`config.mk`:
```
export PLATFORM = sky130hd
export DESIGN_NAME = lru_key_value_cache
export DESIGN_NICKNAME = d
export VERILOG_FILES = /design/src/sv/lkvc_pkg.sv /design/src/sv/lkvc_cell.sv /design/src/sv/lru_key_value_cache.sv
export VERILOG_INCLUDE_DIRS = /design/src /design/src/sv
export SDC_FILE = /design/constraint.sdc
export NUM_CORES = 1
export LEC_CHECK = 0
export BUFFER_PORTS_ARGS = -buffer_cell sky130_fd_sc_hd__buf_2
export CORE_ASPECT_RATIO = 1.4
export CORE_MARGIN = 4
export CORE_UTILIZATION = 65
export CTS_CLUSTER_SIZE = 24
export DETAILED_ROUTE_END_ITERATION = 8
export PLACE_DENSITY = 0.91
export SYNTH_ARGS = -nofsm -noshare
export SYNTH_HDL_FRONTEND = slang
export SYNTH_SLANG_ARGS = --single-unit
```
`constraint.sdc`:
```
create_clock -name aclk -period 10.7 [get_ports aclk]
set_clock_uncertainty 0.15 [all_clocks]
set_input_delay 1.07 -clock aclk [delete_from_list [all_inputs] [get_ports aclk]]
set_output_delay 1.07 -clock aclk [all_outputs]
set_load 0.05 [all_outputs]
```
`src/sv/lru_key_value_cache_macros.svh`:
```
// ----------------------------------------------------------------------------
// LRU key/value cache assertion macros
// Shared checking shorthands, clocked on aclk and quiet while in reset.
// ----------------------------------------------------------------------------
`ifndef LRU_KEY_VALUE_CACHE_MACROS_SVH
`define LRU_KEY_VALUE_CACHE_MACROS_SVH

// property that must hold at every edge out of reset
`define LKVC_ASSERT(lbl, prop, msg) \
    lbl: assert property (@(posedge aclk) disable iff (!aresetn) (prop)) \
        else $error(msg);

// consequence checked in the cycle after the trigger
`define LKVC_ASSERT_NEXT(lbl, trig, cons, msg) \
    lbl: assert property (@(posedge aclk) disable iff (!aresetn) \
        (trig) |=> (cons)) else $error(msg);

`endif

```
`src/sv/lkvc_pkg.sv`:
```
`timescale 1ns / 1ps
// ----------------------------------------------------------------------------
// lkvc_pkg
// Types and constants shared by the LRU key/value cache cell row and top.
// ----------------------------------------------------------------------------
package lkvc_pkg;

    localparam int KEY_W = 32;
    localparam int VAL_W = 32;
    localparam int CAP_W = 5;

    localparam logic [CAP_W-1:0] CAP_RESET  = 5'd16;
    localparam logic [VAL_W-1:0] MISS_VALUE = '1;

    typedef enum logic {
        OP_GET = 1'b0,
        OP_PUT = 1'b1
    } op_t;

    // one slot of the recency ordered row
    typedef struct packed {
        logic             valid;
        logic [KEY_W-1:0] key;
        logic [VAL_W-1:0] value;
    } entry_t;

    // strobes broadcast to every cell
    typedef struct packed {
        logic probe;   // compare stored key against incoming request
        logic upd;     // apply the update for the pending request
        logic ins;     // insert: whole row shifts toward the tail
    } ctrl_t;

endpackage

```
`src/sv/lkvc_cell.sv`:
```
`timescale 1ns / 1ps
// ----------------------------------------------------------------------------
// lkvc_cell
// One slot of the recency row: key compare, hit chain and shift from the
// neighbor closer to the head.
// ----------------------------------------------------------------------------
module lkvc_cell (
    input  logic                                aclk,
    input  logic                                aresetn,
    input  lkvc_pkg::ctrl_t                     ctrl,
    input  logic                                evict,
    input  logic [lkvc_pkg::KEY_W-1:0]          probe_key,
    input  lkvc_pkg::entry_t                    prev_entry,
    output lkvc_pkg::entry_t                    entry,
    input  logic                                hit_ge_in,
    output logic                                hit_ge_out,
    input  logic [lkvc_pkg::VAL_W-1:0]          hit_val_in,
    output logic [lkvc_pkg::VAL_W-1:0]          hit_val_out
);
    import lkvc_pkg::*;

    logic             valid_reg;
    logic [KEY_W-1:0] key_reg;
    logic [VAL_W-1:0] value_reg;
    logic             match_reg;
    logic             shift;

    // hit at this slot or further toward the tail
    assign hit_ge_out  = match_reg | hit_ge_in;
    assign hit_val_out = (match_reg ? value_reg : '0) | hit_val_in;
    assign shift       = ctrl.upd & (ctrl.ins | hit_ge_out);

    assign entry.valid = valid_reg;
    assign entry.key   = key_reg;
    assign entry.value = value_reg;

    always_ff @(posedge aclk) begin
        if (!aresetn) begin
            valid_reg <= 1'b0;
            match_reg <= 1'b0;
        end else begin
            if (ctrl.probe) begin
                match_reg <= valid_reg && (key_reg == probe_key);
            end
            if (shift) begin
                valid_reg <= prev_entry.valid;
            end
            if (ctrl.upd && evict) begin
                valid_reg <= 1'b0;
            end
        end
    end

    always_ff @(posedge aclk) begin
        if (shift) begin
            key_reg   <= prev_entry.key;
            value_reg <= prev_entry.value;
        end
    end

endmodule

```
`src/sv/lru_key_value_cache.sv`:
```
`timescale 1ns / 1ps
// ----------------------------------------------------------------------------
// lru_key_value_cache
// Fully associative key/value store kept in recency order by a row of cells.
// ----------------------------------------------------------------------------
// For each request, in the accept cycle every cell compares its key with the
// incoming one; once the update may go ahead, the row shifts one place
// toward the tail up to the hit slot (or across the whole row on an insert)
// and the result is registered. The OR chain carries the hit flag and value
// through all ENTRIES cells. A new request is taken the cycle after the
// update; the update waits while an earlier result is still held on the
// output. Slot 0 is always most recent, valid slots form a prefix of the
// row, and reset clears the valid bits at once.
// ----------------------------------------------------------------------------
module lru_key_value_cache #(
    parameter int ENTRIES = 16
) (
    input  logic                              aclk,
    input  logic                              aresetn,
    // configuration: capacity
    input  logic                              cfg_we,
    input  logic [lkvc_pkg::CAP_W-1:0]        cfg_wdata,
    // request stream
    input  logic                              s_tvalid,
    output logic                              s_tready,
    input  logic [63:0]                       s_tdata,   // [31:0] lookup_key, [63:32] write_value
    input  logic                              s_tuser,   // [0] op
    // result stream
    output logic                              m_tvalid,
    input  logic                              m_tready,
    output logic [31:0]                       m_tdata,   // [31:0] read_value
    output logic                              m_tuser    // [0] found
);
    import lkvc_pkg::*;

    `include "lru_key_value_cache_macros.svh"

    localparam int CW    = $clog2(ENTRIES + 1);
    localparam int CMP_W = (CW > CAP_W) ? CW : CAP_W;

    typedef enum logic {
        ST_IDLE,
        ST_UPDATE
    } state_t;

    state_t           state_reg;
    logic             m_valid_reg;
    logic             m_found_reg;
    logic [VAL_W-1:0] m_data_reg;

    logic [CAP_W-1:0] cap_reg;
    logic [CW-1:0]    count_reg;
    op_t              req_op_reg;
    logic [KEY_W-1:0] req_key_reg;
    logic [VAL_W-1:0] req_val_reg;

    logic             s_accept;
    logic             upd;
    logic             hit;
    logic             ins;
    logic             full;
    logic [CW-1:0]    count_grow;
    logic [CW-1:0]    count_next;
    logic [CMP_W-1:0] cap_x;
    logic [CMP_W-1:0] eff_cap;
    logic             evict_en;
    ctrl_t            ctrl;

    entry_t              chain [0:ENTRIES];
    logic [ENTRIES:0]    hit_ge;
    logic [VAL_W-1:0]    hit_val [0:ENTRIES];
    logic [ENTRIES-1:0]  evict_vec;
    logic [ENTRIES-1:0]  valid_vec;

    assign s_tready = (state_reg == ST_IDLE);
    assign s_accept = s_tvalid && s_tready;
    assign upd      = (state_reg == ST_UPDATE) && (!m_valid_reg || m_tready);

    assign m_tvalid = m_valid_reg;
    assign m_tdata  = m_data_reg;
    assign m_tuser  = m_found_reg;

    assign hit        = hit_ge[0];
    assign ins        = (req_op_reg == OP_PUT) && !hit;
    assign full       = (count_reg == CW'(ENTRIES));
    assign count_grow = count_reg + CW'(ins && !full);

    always_comb begin
        cap_x = CMP_W'(cap_reg);
        if (cap_x == '0) begin
            eff_cap = CMP_W'(1);
        end else if (cap_x > CMP_W'(ENTRIES)) begin
            eff_cap = CMP_W'(ENTRIES);
        end else begin
            eff_cap = cap_x;
        end
    end

    // an insert into a full row drops its tail and evicts nothing further
    assign evict_en   = (req_op_reg == OP_PUT) && !(ins && full)
                        && (CMP_W'(count_grow) > eff_cap);
    assign count_next = evict_en ? count_grow - CW'(1) : count_grow;

    assign ctrl.probe = s_accept;
    assign ctrl.upd   = upd;
    assign ctrl.ins   = ins;

    // head of the row: the entry that becomes most recent
    assign chain[0].valid = 1'b1;
    assign chain[0].key   = req_key_reg;
    assign chain[0].value = (req_op_reg == OP_PUT) ? req_val_reg : hit_val[0];

    assign hit_ge[ENTRIES]  = 1'b0;
    assign hit_val[ENTRIES] = '0;

    for (genvar i = 0; i < ENTRIES; i++) begin : g_cell
        assign evict_vec[i] = evict_en && (count_grow - CW'(1) == CW'(i));
        assign valid_vec[i] = chain[i+1].valid;

        lkvc_cell u_cell (
            .aclk        (aclk),
            .aresetn     (aresetn),
            .ctrl        (ctrl),
            .evict       (evict_vec[i]),
            .probe_key   (s_tdata[KEY_W-1:0]),
            .prev_entry  (chain[i]),
            .entry       (chain[i+1]),
            .hit_ge_in   (hit_ge[i+1]),
            .hit_ge_out  (hit_ge[i]),
            .hit_val_in  (hit_val[i+1]),
            .hit_val_out (hit_val[i])
        );
    end

    always_ff @(posedge aclk) begin
        if (!aresetn) begin
            state_reg   <= ST_IDLE;
            m_valid_reg <= 1'b0;
        end else begin
            case (state_reg)
                ST_IDLE: begin
                    if (m_tready) begin
                        m_valid_reg <= 1'b0;
                    end
                    if (s_accept) begin
                        state_reg <= ST_UPDATE;
                    end
                end
                ST_UPDATE: begin
                    if (upd) begin
                        state_reg   <= ST_IDLE;
                        m_valid_reg <= 1'b1;
                        m_found_reg <= hit;
                        m_data_reg  <= (req_op_reg == OP_GET && hit) ? hit_val[0]
                                                                     : MISS_VALUE;
                    end
                end
                default: begin
                    state_reg <= ST_IDLE;
                end
            endcase
        end
    end

    always_ff @(posedge aclk) begin
        if (!aresetn) begin
            cap_reg   <= CAP_RESET;
            count_reg <= '0;
        end else begin
            if (cfg_we) begin
                cap_reg <= cfg_wdata;
            end
            if (upd) begin
                count_reg <= count_next;
            end
        end
    end

    always_ff @(posedge aclk) begin
        if (s_accept) begin
            req_op_reg  <= op_t'(s_tuser);
            req_key_reg <= s_tdata[KEY_W-1:0];
            req_val_reg <= s_tdata[KEY_W+VAL_W-1:KEY_W];
        end
    end

    `LKVC_ASSERT(a_count_matches_valid, $countones(valid_vec) == 32'(count_reg), "valid slots disagree with count")
    `LKVC_ASSERT(a_count_bound, count_reg <= CW'(ENTRIES), "entry count above row length")
    `LKVC_ASSERT_NEXT(a_one_request_in_flight, s_accept, !s_tready, "request taken during update")
    `LKVC_ASSERT_NEXT(a_result_after_update, upd, m_tvalid, "update left no result")

endmodule

```
==> impl_metrics.env <==
export IMPL_finalMaxSlewViolations=1
export IMPL_dpl_cell_area_um2=46670
export IMPL_register_area_um2=34580
export IMPL_synthDistinctLibCells=54
export IMPL_p_leak_nw=15.96
export IMPL_antenna_found_initial=2
export IMPL_critPathRequiredTime_ns=11.07
export IMPL_antenna_cells=0
export IMPL_wl_per_cell_um=33.68
export IMPL_synth_fp_nets=2732
export IMPL_cts_clk_slew_worst_paths_ns=0.07
export IMPL_portBuffers=109
export IMPL_cts_buffers=103
export IMPL_grt_max_degree=68
export IMPL_grt_util_met3_pct=9.135
export IMPL_track_usage_pct=34.26
export IMPL_end_kind="flop"
export IMPL_grt_pass1_vias=27720
export IMPL_initial_core_util_pct=65.98
export IMPL_tightest_slew_ns=1.475
export IMPL_ant_nets=0
export IMPL_synthToLayoutAreaGrowth_pct=11.16
export IMPL_via_count=26460
export IMPL_totalWireLength_mm=126.5
export IMPL_hold_path_cell_count=0
export IMPL_rr_worst_depth=14
export IMPL_post_cts_buffers=0
export IMPL_powerDensity_nw_per_um2=191.7
export IMPL_post_route_period_util_pct=50.30
export IMPL_hold_viol_final=0
export IMPL_multiInputGateArea_um2=9902
export IMPL_hold_worst_slack_ns=0.2580
export IMPL_die_y_um=319.5
export IMPL_io_pins=110
export IMPL_period_needed_ns=5.382
export IMPL_grt_overflow=0
export IMPL_first_iter_violations=4519
export IMPL_row_count=113
export IMPL_ctsResizeCount=0
export IMPL_failed_checks="design-rule violations, max-capacitance violations, max-slew violations"
export IMPL_start_kind="flop"
export IMPL_vias_per_cell=7.047
export IMPL_grt_util_met2_pct=56.55
export IMPL_cts_hold_buf=0
export IMPL_rsz0062_at_grt="no"
export IMPL_clock_fmax_ghz=0.1858
export IMPL_htree_levels=3
export IMPL_status="complete, but fails checks"
export IMPL_avgSynthCellArea_um2=17.02
export IMPL_maxSlewHeadroom_pct=-0.8791
export IMPL_cts_path_max_buffers=3
export IMPL_clockRootBuffer="clkbuf_16"
export IMPL_busiest_layer="met2"
export IMPL_grt_first_pass_wirelength_mm=183.4
export IMPL_grt_use_met1_pct=40.22
export IMPL_synthFlopType="edfxtp_1"
export IMPL_hold_class="reg2reg"
export IMPL_async_reset_ff_share_pct=0
export IMPL_ys_ff_latch=1166
export IMPL_drcViolationCount=1
export IMPL_tns_ns=0
export IMPL_synth_edff_count=1122
export IMPL_dp_hpwl_mm=73.33
export IMPL_path_max_fanout=36
export IMPL_insertion_delay_ns=0.70
export IMPL_syn_area_um2=45050
export IMPL_gp_congestion=0.9229
export IMPL_maxCapViolations=1
export IMPL_yosys_warnings=0
export IMPL_coreArea_um2=68290
export IMPL_design_area_um2=50080
export IMPL_cts_sinks=1166
export IMPL_synth_seq_area_share_pct=76.74
export IMPL_setup_viol=0
export IMPL_fp_dieW_um=230.5
export IMPL_arrival_ns=5.75
export IMPL_num_fill_cells=3663
export IMPL_synthCells=2647
export IMPL_ir_drop_uv=171.5
export IMPL_final_net_count=2837
export IMPL_firstDrtPassIters=9
export IMPL_drive_gt1_share_pct=12.20
export IMPL_cts_tree="done"
export IMPL_crit_type="reg2reg"
export IMPL_die_area_um2=73650
==> worst max-delay path: stages, from the launching register on <==
cell,delay (ns)
dfxtp_2,0.67
nor4_4,0.70
nand4_2,0.30
nor4_1,0.55
ha_1,0.35
ha_1,0.46
nand3_1,0.18
xnor2_1,0.19
ha_1,0.33
inv_1,0.05
a211oi_1,0.20
o311a_1,0.44
nand3_2,0.17
nor2_1,0.32
a211oi_1,0.14
==> report_power, final <==
| group | switching, mW | internal [mW] |
|---|---|---|
| Clock | 1.71 | 2.13 |
| Combinational | 0.348 | 0.128 |
| Sequential | 0.110 | 5.19 |
| Total | 2.16 | 7.44 |
==> layer usage <==
metal / part of all wire, % / vias up
met3: 14 / 727
met1: 30 / 12662
met4: 8.2 / 4
met2: 48 / 2591
li1: - / 10476
met5: 0.021 / -
==> logic make-up after synthesis <==
group / count (synthesis) / synth area share [%]
adder cells (fa/ha/maj): 10 / 0.2777
flip-flops: 1166 / 76.74
multiplexers: 22 / 0.4888
XOR/XNOR: 523 / 10.24
AO/OA/AOI/OAI: 362 / 5.962
buffers and inverters: 196 / 1.716
AND/OR/NAND/NOR: 368 / 4.579
==> cell type report <==
| cell class | instances | area share, % |
|---|---|---|
| Clock buffer | 132 | 5.526 |
| Clock inverter | 56 | 1.289 |
| Inverter | 45 | 0.3423 |
| Multi-Input combinational cell | 1285 | 19.77 |
| Sequential cell | 1166 | 69.05 |
| Tap cell | 920 | 2.298 |
| Timing Repair Buffer | 151 | 1.719 |
==> final timing paths <==
path	startpoint	to	slack, ns
worst max-delay path	g_cell[6].u_cell.match_reg	g_cell[6].u_cell.valid_reg	5.32
worst min-delay path	req_key_reg[24]	g_cell[0].u_cell.key_reg[24]	0.26
worst max register to register	g_cell[6].u_cell.match_reg	g_cell[6].u_cell.valid_reg	5.32
worst min register to register	req_key_reg[24]	g_cell[0].u_cell.key_reg[24]	0.26
==> synthesized netlist by cell type (32+ instances only) <==
cell	instances	share of area, %
edfxtp_1	1122	75
xor2_1	322	6.3
xnor2_1	199	3.9
a22oi_1	192	3.2
clkbuf_1	116	0.97
nand4_1	112	1.6
nor4_1	98	1.4
a21oi_1	63	0.70
nand2_1	63	0.52
dfxtp_1	44	2.0
inv_1	43	0.36
nand3_1	35	0.39
a2111oi_0	32	0.62
a222oi_1	32	0.71
==> stage by stage <==
| stage | power (mW) | setup WS, ns | instances | util, % |
|---|---|---|---|---|
| after floorplan | 5.640 | 5.127 | 2647 | - |
| after global placement | 5.811 | 5.498 | 3567 | 68.34 |
| after detailed placement | 5.837 | 5.438 | 3567 | 68.34 |
| after CTS | 9.564 | 5.432 | 3755 | 73.34 |
| after global routing | 9.804 | 5.207 | 3755 | 73.34 |
| final | 9.603 | 5.318 | 3755 | 73.34 |
==> cell usage in the layout, fill, tap and decap left out, drive strengths merged, types with 12 or more instances in the layout <==
cell / count
mux2i: 22
inv: 50
edfxtp: 1122
a22oi: 192
xor2: 323
clkinv: 32
nor2: 31
nor4: 99
xnor2: 199
a211oi: 15
nand4: 113
dfxtp: 44
nand2: 63
bufinv: 12
a2111oi: 32
nand3: 37
buf: 151
a222oi: 32
a21oi: 64
clkbuf: 132
(Power assumes the default switching activity.)
